File: config.mk
export PLATFORM = sky130hd
export DESIGN_NAME = fixed_pool_free_list_allocator_top
export DESIGN_NICKNAME = d
export VERILOG_FILES = /design/src/fpa_pkg.sv /design/src/fixed_pool_free_list_allocator_top.sv /design/src/fpa_ram.sv /design/src/fpa_ctrl.sv /design/src/fpa_dp.sv
export VERILOG_INCLUDE_DIRS = /design/src /design/src/src
export SDC_FILE = /design/constraint.sdc
export NUM_CORES = 2
export LEC_CHECK = 0
export ABC_AREA = 1
export BUFFER_PORTS_ARGS = -buffer_cell sky130_fd_sc_hd__buf_4
export CORE_MARGIN = 3
export CORE_UTILIZATION = 30
export DETAILED_ROUTE_END_ITERATION = 10
export GPL_ROUTABILITY_DRIVEN = 0
export SLEW_MARGIN = 20
export SYNTH_ARGS = -nofsm -noshare
export SYNTH_HDL_FRONTEND = slang
export SYNTH_SLANG_ARGS = --single-unit
export TNS_END_PERCENT = 20
File: constraint.sdc
create_clock -name clk -period 23.4 [get_ports clk]
set_clock_uncertainty 0.05 [all_clocks]
set_input_delay 2.34 -clock clk [delete_from_list [all_inputs] [get_ports clk]]
set_output_delay 2.34 -clock clk [all_outputs]
set_load 0.02 [all_outputs]
File: src/assert_macros.svh
// ----------------------------------------------------------------------------
// assert_macros.svh
// concurrent assertion helpers clocked on clk, disabled while arst_n is low
// ----------------------------------------------------------------------------
`ifndef ASSERT_MACROS_SVH
`define ASSERT_MACROS_SVH

// condition must hold at every clock edge out of reset
`define ASSERT_ALWAYS(label, cond, msg) \
	label: assert property (@(posedge clk) disable iff (!arst_n) (cond)) else $error(msg);

// consequent must hold in the same cycle as the antecedent
`define ASSERT_IMPL(label, pre, post, msg) \
	label: assert property (@(posedge clk) disable iff (!arst_n) (pre) |-> (post)) \
		else $error(msg);

`endif

File: src/fpa_pkg.sv
// ----------------------------------------------------------------------------
// fpa_pkg
// shared types for the free list allocator: request codes, controller
// states and the command and status words between controller and datapath
// ----------------------------------------------------------------------------
package fpa_pkg;

	// request codes carried by the action field
	typedef enum logic [1:0] {
		ACT_ALLOC      = 2'd0,
		ACT_ALLOC_NEXT = 2'd1,
		ACT_FREE       = 2'd2,
		ACT_CLEAR      = 2'd3
	} action_t;

	// controller states
	typedef enum logic [2:0] {
		ST_INIT,
		ST_IDLE,
		ST_A_RD,
		ST_A_WB,
		ST_F_RD,
		ST_F_WB,
		ST_CLR,
		ST_FIN
	} state_t;

	// controller to datapath
	typedef struct packed {
		logic init_wr;     // clearing pass: write one link word
		logic load_req;    // capture request word
		logic alloc_rd;    // read link of the head entry
		logic alloc_wb;    // pop head, write new link of popped entry
		logic link_given;  // popped entry links to the given entry
		logic reject;      // empty pool: count call and rejection
		logic free_rd;     // read link of current chain entry
		logic free_wb;     // push current chain entry on the free list
		logic clr_stats;   // zero the counters
		logic load_out;    // load the result register
	} cmd_t;

	// datapath to controller
	typedef struct packed {
		logic init_last;     // clearing pass is at its last entry
		logic head_present;  // free list not empty
		logic chain_go;      // chain entry present and step bound not reached
		logic out_free;      // result register can take a word
	} status_t;

endpackage

File: src/fixed_pool_free_list_allocator_top.sv
// ----------------------------------------------------------------------------
// fixed_pool_free_list_allocator_top
// lifo free list allocator over a pool of fixed entries
// ----------------------------------------------------------------------------
// After reset the block runs a clearing pass over every pool entry that
// builds the initial free list in the link memory; in_ready stays low until
// it is done. Requests are handled one at a time. Allocate steps from
// acceptance to the result word being loaded through accept, head read, link
// write and result load, set by the registered read of the single-port-pair
// link memory; a refused allocate has no link write. Clear statistics runs
// accept, clear and result load. Free chain walks the chain entry by entry,
// and each step of the walk is a memory read followed by a write;
// allocate-with-next on an empty pool walks the given chain after the
// refused head read. A new request can be taken while the previous result
// word still waits on the output.
// ----------------------------------------------------------------------------
`include "assert_macros.svh"

module fixed_pool_free_list_allocator_top #(
	parameter int POOL_ENTRIES = 256
) (
	input  logic        clk,
	input  logic        arst_n,
	input  logic        in_valid,
	output logic        in_ready,
	input  logic [1:0]  action,
	input  logic [7:0]  entry_index,
	input  logic        entry_present,
	output logic        out_valid,
	input  logic        out_ready,
	output logic [7:0]  granted_index,
	output logic        granted,
	output logic [8:0]  free_count,
	output logic [31:0] allocate_calls,
	output logic [31:0] rejected_calls
);

	fpa_pkg::cmd_t    cmd;
	fpa_pkg::status_t status;
	fpa_pkg::state_t  state;

	// request sequencer
	fpa_ctrl u_ctrl (
		.clk     (clk),
		.arst_n  (arst_n),
		.in_valid(in_valid),
		.in_ready(in_ready),
		.action  (action),
		.status  (status),
		.cmd     (cmd),
		.state   (state)
	);

	// link memory and counters
	fpa_dp #(
		.POOL_ENTRIES(POOL_ENTRIES)
	) u_dp (
		.clk           (clk),
		.arst_n        (arst_n),
		.cmd           (cmd),
		.status        (status),
		.entry_index   (entry_index),
		.entry_present (entry_present),
		.out_ready     (out_ready),
		.out_valid     (out_valid),
		.granted_index (granted_index),
		.granted       (granted),
		.free_count    (free_count),
		.allocate_calls(allocate_calls),
		.rejected_calls(rejected_calls)
	);

	// link memory write sources never collide
	`ASSERT_ALWAYS(a_one_writer, $onehot0({cmd.init_wr, cmd.alloc_wb, cmd.free_wb}), "writers overlap")
	// every pop uses data read in the previous cycle
	`ASSERT_IMPL(a_pop_after_read, cmd.alloc_wb, $past(cmd.alloc_rd), "pop without head read")
	// every push uses data read in the previous cycle
	`ASSERT_IMPL(a_push_after_read, cmd.free_wb, $past(cmd.free_rd), "push without chain read")
	// a new result word appears only after a result load
	`ASSERT_IMPL(a_out_from_load, $rose(out_valid), $past(cmd.load_out), "word without load")
	// no request is taken during the clearing pass
	`ASSERT_IMPL(a_no_accept_in_init, state == fpa_pkg::ST_INIT, !in_ready, "ready during init")

endmodule

File: src/fpa_ram.sv
// ----------------------------------------------------------------------------
// fpa_ram
// generic single write port, single read port ram with registered read
// ----------------------------------------------------------------------------
module fpa_ram #(
	parameter int WIDTH = 9,
	parameter int DEPTH = 256
) (
	input  logic                                   clk,
	input  logic                                   we,
	input  logic [(DEPTH > 1 ? $clog2(DEPTH) : 1)-1:0] waddr,
	input  logic [WIDTH-1:0]                       wdata,
	input  logic [(DEPTH > 1 ? $clog2(DEPTH) : 1)-1:0] raddr,
	output logic [WIDTH-1:0]                       rdata
);

	logic [WIDTH-1:0] mem_q [DEPTH];

	// write port and registered read port
	always_ff @(posedge clk) begin
		if (we) begin
			mem_q[waddr] <= wdata;
		end
		rdata <= mem_q[raddr];
	end

endmodule

File: src/fpa_ctrl.sv
// ----------------------------------------------------------------------------
// fpa_ctrl
// request sequencer: clearing pass, allocate read-modify-write, chain walk,
// statistics clear and result hand-off
// ----------------------------------------------------------------------------
module fpa_ctrl (
	input  logic             clk,
	input  logic             arst_n,
	input  logic             in_valid,
	output logic             in_ready,
	input  logic [1:0]       action,
	input  fpa_pkg::status_t status,
	output fpa_pkg::cmd_t    cmd,
	output fpa_pkg::state_t  state
);

	fpa_pkg::state_t  state_q;
	fpa_pkg::state_t  state_nxt;
	fpa_pkg::action_t act_q;
	fpa_pkg::action_t act_in;

	assign act_in = fpa_pkg::action_t'(action);
	assign state  = state_q;

	// state and captured request code
	always_ff @(posedge clk or negedge arst_n) begin
		if (!arst_n) begin
			state_q <= fpa_pkg::ST_INIT;
			act_q   <= fpa_pkg::ACT_ALLOC;
		end else begin
			state_q <= state_nxt;
			if (in_valid && in_ready) begin
				act_q <= act_in;
			end
		end
	end

	// next state
	always_comb begin
		state_nxt = state_q;
		unique case (state_q)
			fpa_pkg::ST_INIT: begin
				if (status.init_last) state_nxt = fpa_pkg::ST_IDLE;
			end
			fpa_pkg::ST_IDLE: begin
				if (in_valid) begin
					unique case (act_in)
						fpa_pkg::ACT_ALLOC,
						fpa_pkg::ACT_ALLOC_NEXT: state_nxt = fpa_pkg::ST_A_RD;
						fpa_pkg::ACT_FREE:       state_nxt = fpa_pkg::ST_F_RD;
						fpa_pkg::ACT_CLEAR:      state_nxt = fpa_pkg::ST_CLR;
					endcase
				end
			end
			fpa_pkg::ST_A_RD: begin
				priority if (status.head_present) begin
					state_nxt = fpa_pkg::ST_A_WB;
				end else if (act_q == fpa_pkg::ACT_ALLOC_NEXT) begin
					state_nxt = fpa_pkg::ST_F_RD;
				end else begin
					state_nxt = fpa_pkg::ST_FIN;
				end
			end
			fpa_pkg::ST_A_WB: state_nxt = fpa_pkg::ST_FIN;
			fpa_pkg::ST_F_RD: begin
				state_nxt = status.chain_go ? fpa_pkg::ST_F_WB : fpa_pkg::ST_FIN;
			end
			fpa_pkg::ST_F_WB: state_nxt = fpa_pkg::ST_F_RD;
			fpa_pkg::ST_CLR:  state_nxt = fpa_pkg::ST_FIN;
			fpa_pkg::ST_FIN: begin
				if (status.out_free) state_nxt = fpa_pkg::ST_IDLE;
			end
			default: state_nxt = fpa_pkg::ST_INIT;
		endcase
	end

	// command outputs
	always_comb begin
		cmd      = '0;
		in_ready = 1'b0;
		unique case (state_q)
			fpa_pkg::ST_INIT: cmd.init_wr = 1'b1;
			fpa_pkg::ST_IDLE: begin
				in_ready     = 1'b1;
				cmd.load_req = in_valid;
			end
			fpa_pkg::ST_A_RD: begin
				cmd.alloc_rd = status.head_present;
				cmd.reject   = !status.head_present;
			end
			fpa_pkg::ST_A_WB: begin
				cmd.alloc_wb   = 1'b1;
				cmd.link_given = (act_q == fpa_pkg::ACT_ALLOC_NEXT);
			end
			fpa_pkg::ST_F_RD: cmd.free_rd   = status.chain_go;
			fpa_pkg::ST_F_WB: cmd.free_wb   = 1'b1;
			fpa_pkg::ST_CLR:  cmd.clr_stats = 1'b1;
			fpa_pkg::ST_FIN:  cmd.load_out  = status.out_free;
			default: cmd = '0;
		endcase
	end

endmodule

File: src/fpa_dp.sv
// ----------------------------------------------------------------------------
// fpa_dp
// datapath: link memory, free list head, free count, call counters,
// chain walk registers and the result register
// ----------------------------------------------------------------------------
module fpa_dp #(
	parameter int POOL_ENTRIES = 256
) (
	input  logic             clk,
	input  logic             arst_n,
	input  fpa_pkg::cmd_t    cmd,
	output fpa_pkg::status_t status,
	input  logic [7:0]       entry_index,
	input  logic             entry_present,
	input  logic             out_ready,
	output logic             out_valid,
	output logic [7:0]       granted_index,
	output logic             granted,
	output logic [8:0]       free_count,
	output logic [31:0]      allocate_calls,
	output logic [31:0]      rejected_calls
);

	localparam int IW = (POOL_ENTRIES > 1) ? $clog2(POOL_ENTRIES) : 1;
	localparam int TW = $clog2(POOL_ENTRIES + 1);
	localparam int LW = IW + 1;

	// link word: present bit over entry index
	logic [LW-1:0] head_q;
	logic [LW-1:0] chain_q;
	logic [LW-1:0] given_q;
	logic [LW-1:0] grant_q;
	logic [TW-1:0] total_q;
	logic [TW-1:0] steps_q;
	logic [IW-1:0] init_cnt_q;
	logic [31:0]   calls_q;
	logic [31:0]   rejects_q;

	logic [31:0]   entry_ext;
	logic [LW-1:0] given_link;
	logic          mem_we;
	logic [IW-1:0] mem_waddr;
	logic [LW-1:0] mem_wdata;
	logic [IW-1:0] mem_raddr;
	logic [LW-1:0] mem_rdata;
	logic [31:0]   grant_ext;
	logic [31:0]   total_ext;

	// given entry: null when absent or out of the pool
	assign entry_ext  = {24'd0, entry_index};
	assign given_link = (entry_present && (entry_ext < 32'(POOL_ENTRIES)))
		? {1'b1, entry_ext[IW-1:0]} : '0;

	// memory write source select
	always_comb begin
		mem_we    = 1'b0;
		mem_waddr = init_cnt_q;
		mem_wdata = '0;
		priority if (cmd.init_wr) begin
			mem_we    = 1'b1;
			mem_waddr = init_cnt_q;
			mem_wdata = (init_cnt_q == '0) ? '0 : {1'b1, init_cnt_q - IW'(1)};
		end else if (cmd.alloc_wb) begin
			mem_we    = 1'b1;
			mem_waddr = head_q[IW-1:0];
			mem_wdata = cmd.link_given ? given_q : '0;
		end else if (cmd.free_wb) begin
			mem_we    = 1'b1;
			mem_waddr = chain_q[IW-1:0];
			mem_wdata = head_q;
		end else begin
			mem_we = 1'b0;
		end
	end

	assign mem_raddr = cmd.alloc_rd ? head_q[IW-1:0] : chain_q[IW-1:0];

	fpa_ram #(
		.WIDTH(LW),
		.DEPTH(POOL_ENTRIES)
	) u_link_ram (
		.clk  (clk),
		.we   (mem_we),
		.waddr(mem_waddr),
		.wdata(mem_wdata),
		.raddr(mem_raddr),
		.rdata(mem_rdata)
	);

	// free list state and counters
	always_ff @(posedge clk or negedge arst_n) begin
		if (!arst_n) begin
			head_q     <= {1'b1, IW'(POOL_ENTRIES - 1)};
			total_q    <= TW'(POOL_ENTRIES);
			init_cnt_q <= '0;
			calls_q    <= '0;
			rejects_q  <= '0;
			chain_q    <= '0;
			given_q    <= '0;
			grant_q    <= '0;
			steps_q    <= '0;
		end else begin
			if (cmd.init_wr) begin
				init_cnt_q <= init_cnt_q + IW'(1);
			end
			if (cmd.load_req) begin
				chain_q <= given_link;
				given_q <= given_link;
				grant_q <= '0;
				steps_q <= '0;
			end
			// pop the head entry
			if (cmd.alloc_wb) begin
				grant_q <= head_q;
				head_q  <= mem_rdata;
				calls_q <= calls_q + 32'd1;
				if (total_q != '0) total_q <= total_q - TW'(1);
			end
			if (cmd.reject) begin
				calls_q   <= calls_q + 32'd1;
				rejects_q <= rejects_q + 32'd1;
			end
			// push one chain entry, follow its old link
			if (cmd.free_wb) begin
				chain_q <= mem_rdata;
				head_q  <= {1'b1, chain_q[IW-1:0]};
				steps_q <= steps_q + TW'(1);
				if (total_q < TW'(POOL_ENTRIES)) total_q <= total_q + TW'(1);
			end
			if (cmd.clr_stats) begin
				calls_q   <= '0;
				rejects_q <= '0;
			end
		end
	end

	// result register
	assign grant_ext = 32'(grant_q[IW-1:0]);
	assign total_ext = 32'(total_q);

	always_ff @(posedge clk or negedge arst_n) begin
		if (!arst_n) begin
			out_valid <= 1'b0;
		end else if (cmd.load_out) begin
			out_valid <= 1'b1;
		end else if (out_ready) begin
			out_valid <= 1'b0;
		end
	end

	always_ff @(posedge clk) begin
		if (cmd.load_out) begin
			granted_index  <= grant_q[LW-1] ? grant_ext[7:0] : 8'd0;
			granted        <= grant_q[LW-1];
			free_count     <= total_ext[8:0];
			allocate_calls <= calls_q;
			rejected_calls <= rejects_q;
		end
	end

	// status to controller
	assign status.init_last    = (init_cnt_q == IW'(POOL_ENTRIES - 1));
	assign status.head_present = head_q[LW-1];
	assign status.chain_go     = chain_q[LW-1] && (steps_q < TW'(POOL_ENTRIES));
	assign status.out_free     = !out_valid || out_ready;

endmodule
; ---- After elaboration in Yosys (flattened, before gate mapping)
; Memories as Yosys holds them, arrays and structs flattened. A register that Yosys moved wholly into a read port is not among the register bits.
; Index checks and enable logic that the tools add are counted.
[word_totals]
regBits = 214
mem_count = 1
inputBits = 15
out_inout_bits = 84
mem_bits_rw = 2304
word_cells = 112
[classes]
n_reduce_logical = 19
n_addsub = 7
n_eq_ne = 15
magnitude_cmp = 3
mux = 50
[mem_list]
columns = name, words, width, read_ports, rd_ports_with_merged_regs, wr, line_no
row1 = u_dp.u_link_ram.mem_q, 256, 9, 1, 1, 1, fpa_ram.sv:17  ; logic [WIDTH-1:0] mem_q [DEPTH];
[ops]
columns = operator, n
row1 = $mux 32, 5
row2 = $mux 9, 17
row3 = $add 32x1->32 const B, 2
row4 = $mux 8, 4
row5 = $pmux 3 s7, 1
row6 = $add 9x1->9 const B, 2
row7 = $lt 9x9->1 const B, 2
row8 = $mux 1, 15
row9 = $eq 3x3->1 const B, 4
row10 = $mux 3, 4
row11 = $reduce_bool 2->1, 5
row12 = $lt 8x9->1 const B, 1
row13 = $pmux 3 s3, 1
row14 = $reduce_bool 9->1, 1
row15 = $sub 9x1->9 const B, 1
row16 = $add 8x1->8 const B, 1
row17 = $eq 8x8->1 const B, 1
row18 = $logic_not 8->1, 1
row19 = $sub 8x1->8 const B, 1
row20 = $eq 3x2->1 const B, 2
row21 = $mux 2, 3
row22 = $eq 2x1->1 const B, 2
row23 = $eq 2x2->1 const B, 2
row24 = $ne 2x2->1 const B, 2
row25 = other kinds (10), 14

; ---- Longest topological paths before layout
[depth]
ltp_word = 7
ltp_mapped = 18
depth_no_buf = 18

; ---- Modules after synthesis
; A second synthesis with hierarchy kept.
[unflattened]
hier_cells = 9037
hier_area_um2 = 103838.3
[modules_own_cells]
columns = mod, instances, area_each_um2, cells_per_inst, seq_area_each_um2
row1 = fpa_ram, 1, 93519.7, 7826, 69366.5
row2 = fpa_dp, 1, 9934.5, 1143, 5652.9
row3 = fpa_ctrl, 1, 384.1, 68, 125.1

; ---- Worst setup path before layout
; OpenSTA, ideal clock, no wires.
[synth_timing]
path_type = register to register
startpoint = reg u_ctrl.state_q[0], in the netlist u_ctrl.state[0]
endpoint = mem u_dp.u_link_ram.mem_q[0][7] (data pin)
t_required_ns = 21.721
slack_ns = 13.390
path_stages_with_launch = 6
synth_period_minus_slack_ns = 10.010
arrival_ns = 8.331
path_cell_list = dfrtp_1 -> nor2_1 -> inv_1 -> nor2_1 -> o21ai_1 -> o221ai_1
[synth_via]
elab_chain_cells = 5
elab_cells_between_ends = 10
classes_between = eq/ne: 2 / mux: 7 / reduce/logical: 1
[synth_lines]
columns = element, line_no
row1 = from (decl), fpa_ctrl.sv:17  ; fpa_pkg::state_t state_q;
row2 = from (signal assigned), fpa_ctrl.sv:28  ; state_q <= fpa_pkg::ST_INIT;
row3 = from (signal assigned), fpa_ctrl.sv:31  ; state_q <= state_nxt;
row4 = $eq 3x3->1 / $eq 3x2->1 (equally long branches), fpa_ctrl.sv:81  ; unique case (state_q)
row5 = $mux 1 / $mux 2 (equally long branches), fpa_ctrl.sv:81
row6 = $mux 9 (on tied branches), "fpa_dp.sv:67, fpa_dp.sv:66"
row7 = $mux 9, fpa_dp.sv:63  ; end else if (cmd.alloc_wb) begin
row8 = $mux 9 (*), fpa_dp.sv:59  ; priority if (cmd.init_wr) begin
row9 = via u_dp.mem_wdata[7], fpa_dp.sv:43  ; logic [LW-1:0] mem_wdata;
row10 = to (decl), fpa_ram.sv:17
; The timed path passes the listed nets; every way through them passes the cells marked *.

; ---- Final worst setup path
[layout_timing]
startpoint = reg u_ctrl.state_q[0], in the netlist u_ctrl.state[0]
endpoint = reg u_dp.u_link_ram.rdata[8], read port of u_dp.u_link_ram.mem_q
[layout_via]
elab_chain_cells = 3
[layout_lines]
columns = element, line_no
row1 = $eq 3x2->1, fpa_ctrl.sv:81
row2 = $mux 1, fpa_ctrl.sv:81
row3 = $mux 8, fpa_dp.sv:76  ; assign mem_raddr = cmd.alloc_rd ? head_q[IW-1:0] : chain_q[IW-1:0];
row4 = to (decl), fpa_ram.sv:14  ; output logic [WIDTH-1:0] rdata
; Every way passes these cells.
; A chain may end at the register's enable or synchronous reset.

==> qor.txt <==
Status -> completed
Mean Syn Cell Area -> 10.5 µm²
Starting Density -> 0.302
Top-count cell post-synth -> nand2_1
CP max stage cell -> buf_4
Register area share after synthesis -> 0.687
Peak VDD IR -> 187 µV
Remaining Overflow, GRT -> 0
Pin count of the biggest net entering global routing -> 224
Post-DP HPWL -> 163000 µm
Initial antenna violation count -> 11
Largest stage delay, worst path -> 930 ps
Die span in x -> 610 µm
Residual DRC -> 0
Slew headroom -> 0.162
Critical path class -> flop to flop
Worst-skew pair later-pin latency -> 920 ps
# H-tree levels -> 5
Final instance area -> 124000 µm²
Number of global-route vias before repair -> 68700
NetSw -> 6.56 mW
Final hold vios -> 0
CP cell instances -> nor2_4 > nand4_1 > buf_4 > nand2_8 > buf_12 > buf_16 > buf_4 > buf_4 > buf_4 > nand2_1 > nand3_1 > nand3_1 > nand3_1 > nand3_1 > nand3_1 > nand3_1 > nand3_1 > nand2_1
Clock power share -> 0.260
Post-cts resize count -> 0
Fin cells -> 15400
Cts hold-fix bufs -> 0
Critical Path End Type -> flop
Largest delay share family, worst path -> buffers and inverters
Die height -> 610 µm
Cell Area, Synth -> 109000 µm²
Synthesis Warnings -> 0
Worst-margin pin slew -> 1250 ps
Routed wire length -> 302000 µm
Multi-input gate area -> 25600 µm²
Num CTS Buffers -> 286
Final antenna-violating net count -> 0
Biggest area consumer among synthesized cells -> edfxtp_1
Vias/cell -> 4.77
Sequential share of power -> 0.361
Die area -> 372000 µm²
Crit share post-route -> 0.288
Iter 0 DRT Violations -> 8422
IO Count -> 99
CP Data Required Time -> 24120 ps
Vias -> 73400
Leakage power -> 49.7 nW
CTS clk-pin slew, worst paths -> 60 ps
Post-synthesis cell count -> 10500
Worst-case clock buffer depth -> 4
Fillers -> 35900
Asr flop ratio synth -> 0.0522
CTS Sinks -> 2527
RSZ-0062 raised after global routing -> no
Max Clock Freq -> 149 MHz
#FFs+latches synth -> 2527
Row count -> 221
Core area -> 363000 µm²
Power per cell area -> 131 nW/µm²
Final min period -> 6730 ps
Switch share -> 0.407
Dpl cells -> 14900
Placed instance area -> 115000 µm²
Critical Path Most Common Cell -> nand3_1
Share of the synthesized area in the top cell type -> 0.655
Gr usage total -> 0.158
Critical path startpoint category -> flop
Clock root cell -> clkbuf_16
Layout Nets -> 10400
CTS tree -> built
Comb pwr share -> 0.379
Synth unique cells -> 54
Critical Path AT -> 7460 ps
Setup Fix Bufs, Post-CTS -> 0
Post-synth top cells -> 2781 x nand2_1, 2386 x edfxtp_1, 1967 x nand3_1, 1724 x inv_1, 368 x nor2_1
Post-synth EDFFs -> 2386
Pins Over Slew Limit -> 0
Port bufs -> 98
Total area of sequential cells -> 75100 µm²
Setup TNS -> 0 ps
DR pass1 iterations -> 9
Buf/Inv on CP -> 6
Wire length per cell -> 19.7 µm
Dominant cells by area after synthesis -> edfxtp_1 65%, nand2_1 9.5%, nand3_1 9.0%
Top_reg_cell synth -> edfxtp_1
Area grow syn2layout -> 13.0%
Critical-path maximum fanout -> 130
HP Class -> flop to flop
Share of cells above drive strength 1 -> 0.0616
First-pass GRT wire length -> 450000 µm
Syn Nets -> 10500
Max-Cap Viols -> 0
Internal power -> 9.58 mW
Final setup violating endpoints -> 0
## sequential cells by signal, indices dropped and copies added (netlist names)
name / count
u_ctrl.act_q: 2
u_ctrl.state: 3
u_dp.allocate_calls: 32
u_dp.calls_q: 32
u_dp.chain_q: 9
u_dp.free_count: 9
u_dp.given_q: 9
u_dp.grant_q: 9
u_dp.granted: 1
u_dp.granted_index: 8
u_dp.head_q: 9
u_dp.init_cnt_q: 8
u_dp.out_valid: 1
u_dp.rejected_calls: 32
u_dp.rejects_q: 32
u_dp.steps_q: 9
u_dp.total_q: 9
u_dp.u_link_ram.mem_q: 2304
u_dp.u_link_ram.rdata: 9
## layout make-up
| class | count | share of cell area |
|---|---|---|
| diodes | 6 | 0.000121 |
| clock buffers | 366 | 0.0617 |
| clock inverters | 114 | 0.00746 |
| inverters | 1741 | 0.0530 |
| multi-input cells | 5632 | 0.207 |
| flip-flops and latches | 2527 | 0.608 |
| well taps | 4794 | 0.0485 |
| repair buffers | 205 | 0.0143 |
## power by group through the flow
| stage | combinational (mW) | clock (mW) | sequential, mW |
|---|---|---|---|
| global route | 6.62 | 4.44 | 5.84 |
| global placement | 6.03 | 0 | 5.92 |
| detailed placement | 6.07 | 0 | 5.92 |
| CTS | 6.08 | 4.26 | 5.82 |
| floorplan | 3.67 | 0 | 6.29 |
| finish | 6.13 | 4.19 | 5.83 |
## worst register-to-register path: stages (launching register included)
cell and delay (ps):
dfrtp_1 440, nor2_4 190, nand4_1 100, buf_4 270, nand2_8 540, buf_12 460, buf_16 590, buf_4 1020
buf_4 940, buf_4 880, nand2_1 130, nand3_1 130, nand3_1 100, nand3_1 110, nand3_1 130, nand3_1 230
nand3_1 90, nand3_1 110, nand2_1 60
## placed cells by master (no fill, tap or decap), types with 12 or more instances in the layout
| cell type | n |
|---|---|
| o21ai_0 | 66 |
| o211ai_1 | 127 |
| o221ai_1 | 16 |
| nand2_2 | 21 |
| nand3b_1 | 90 |
| nand2_1 | 2765 |
| nor2_1 | 358 |
| nand4_1 | 18 |
| edfxtp_1 | 2386 |
| dfrtp_1 | 122 |
| inv_1 | 1724 |
| a21oi_1 | 55 |
| clkbuf_16 | 290 |
| buf_12 | 16 |
| nor3_1 | 32 |
| clkinv_1 | 63 |
| bufinv_16 | 15 |
| xor2_1 | 16 |
| nand3_1 | 1967 |
| clkinv_2 | 29 |
| clkbuf_1 | 67 |
| buf_4 | 187 |
| nor2_2 | 12 |
## through the flow
stage	power [mW]	hold slack, ps	worst slack, ps	util
floorplan	9.97	368	13390	-
global placement	11.9	402	16970	0.317
detailed placement	12.0	410	16870	0.317
CTS	16.2	421	16820	0.341
global route	16.9	435	16290	0.341
finish	16.1	422	16670	0.341
## routing by layer
metal | up-vias | global-route usage | routed length [µm]
met1 | 35300 | 0.222 | 131000
met4 | 4 | 0.0544 | 10500
met5 | - | 0 | 26
li1 | 34400 | - | -
met2 | 3044 | 0.244 | 135000
met3 | 588 | 0.0290 | 25800
## logic make-up (layout without fill, tap and decap cells)
family | Yosys count | count (layout) | synth area share
compound gates | 310 | 310 | 0.0188
xor+xnor | 21 | 21 | 0.00168
fa+ha+maj | 7 | 7 | 0.000800
buf+inv | 2303 | 2426 | 0.0826
flops | 2527 | 2527 | 0.687
mux | 2 | 2 | 0.000194
other cells | 0 | 6 | 0
simple gates | 5292 | 5292 | 0.209
## final timing paths
path / start / to / slack [ps] / cells after the start
max in group asynchronous: arst_n / u_dp.init_cnt_q[6] / 20640 / 2
min in group asynchronous: arst_n / u_dp.total_q[4] / 1370 / 1
min: u_dp.rejects_q[31] / u_dp.rejected_calls[31] / 420 / 0
min reg2reg: u_dp.rejects_q[31] / u_dp.rejected_calls[31] / 420 / 0
max reg2reg: u_ctrl.state[0] / u_dp.u_link_ram.rdata[8] / 16670 / 18
max: u_ctrl.state[0] / u_dp.u_link_ram.rdata[8] / 16670 / 18
Power figures use the tool's default switching activity.
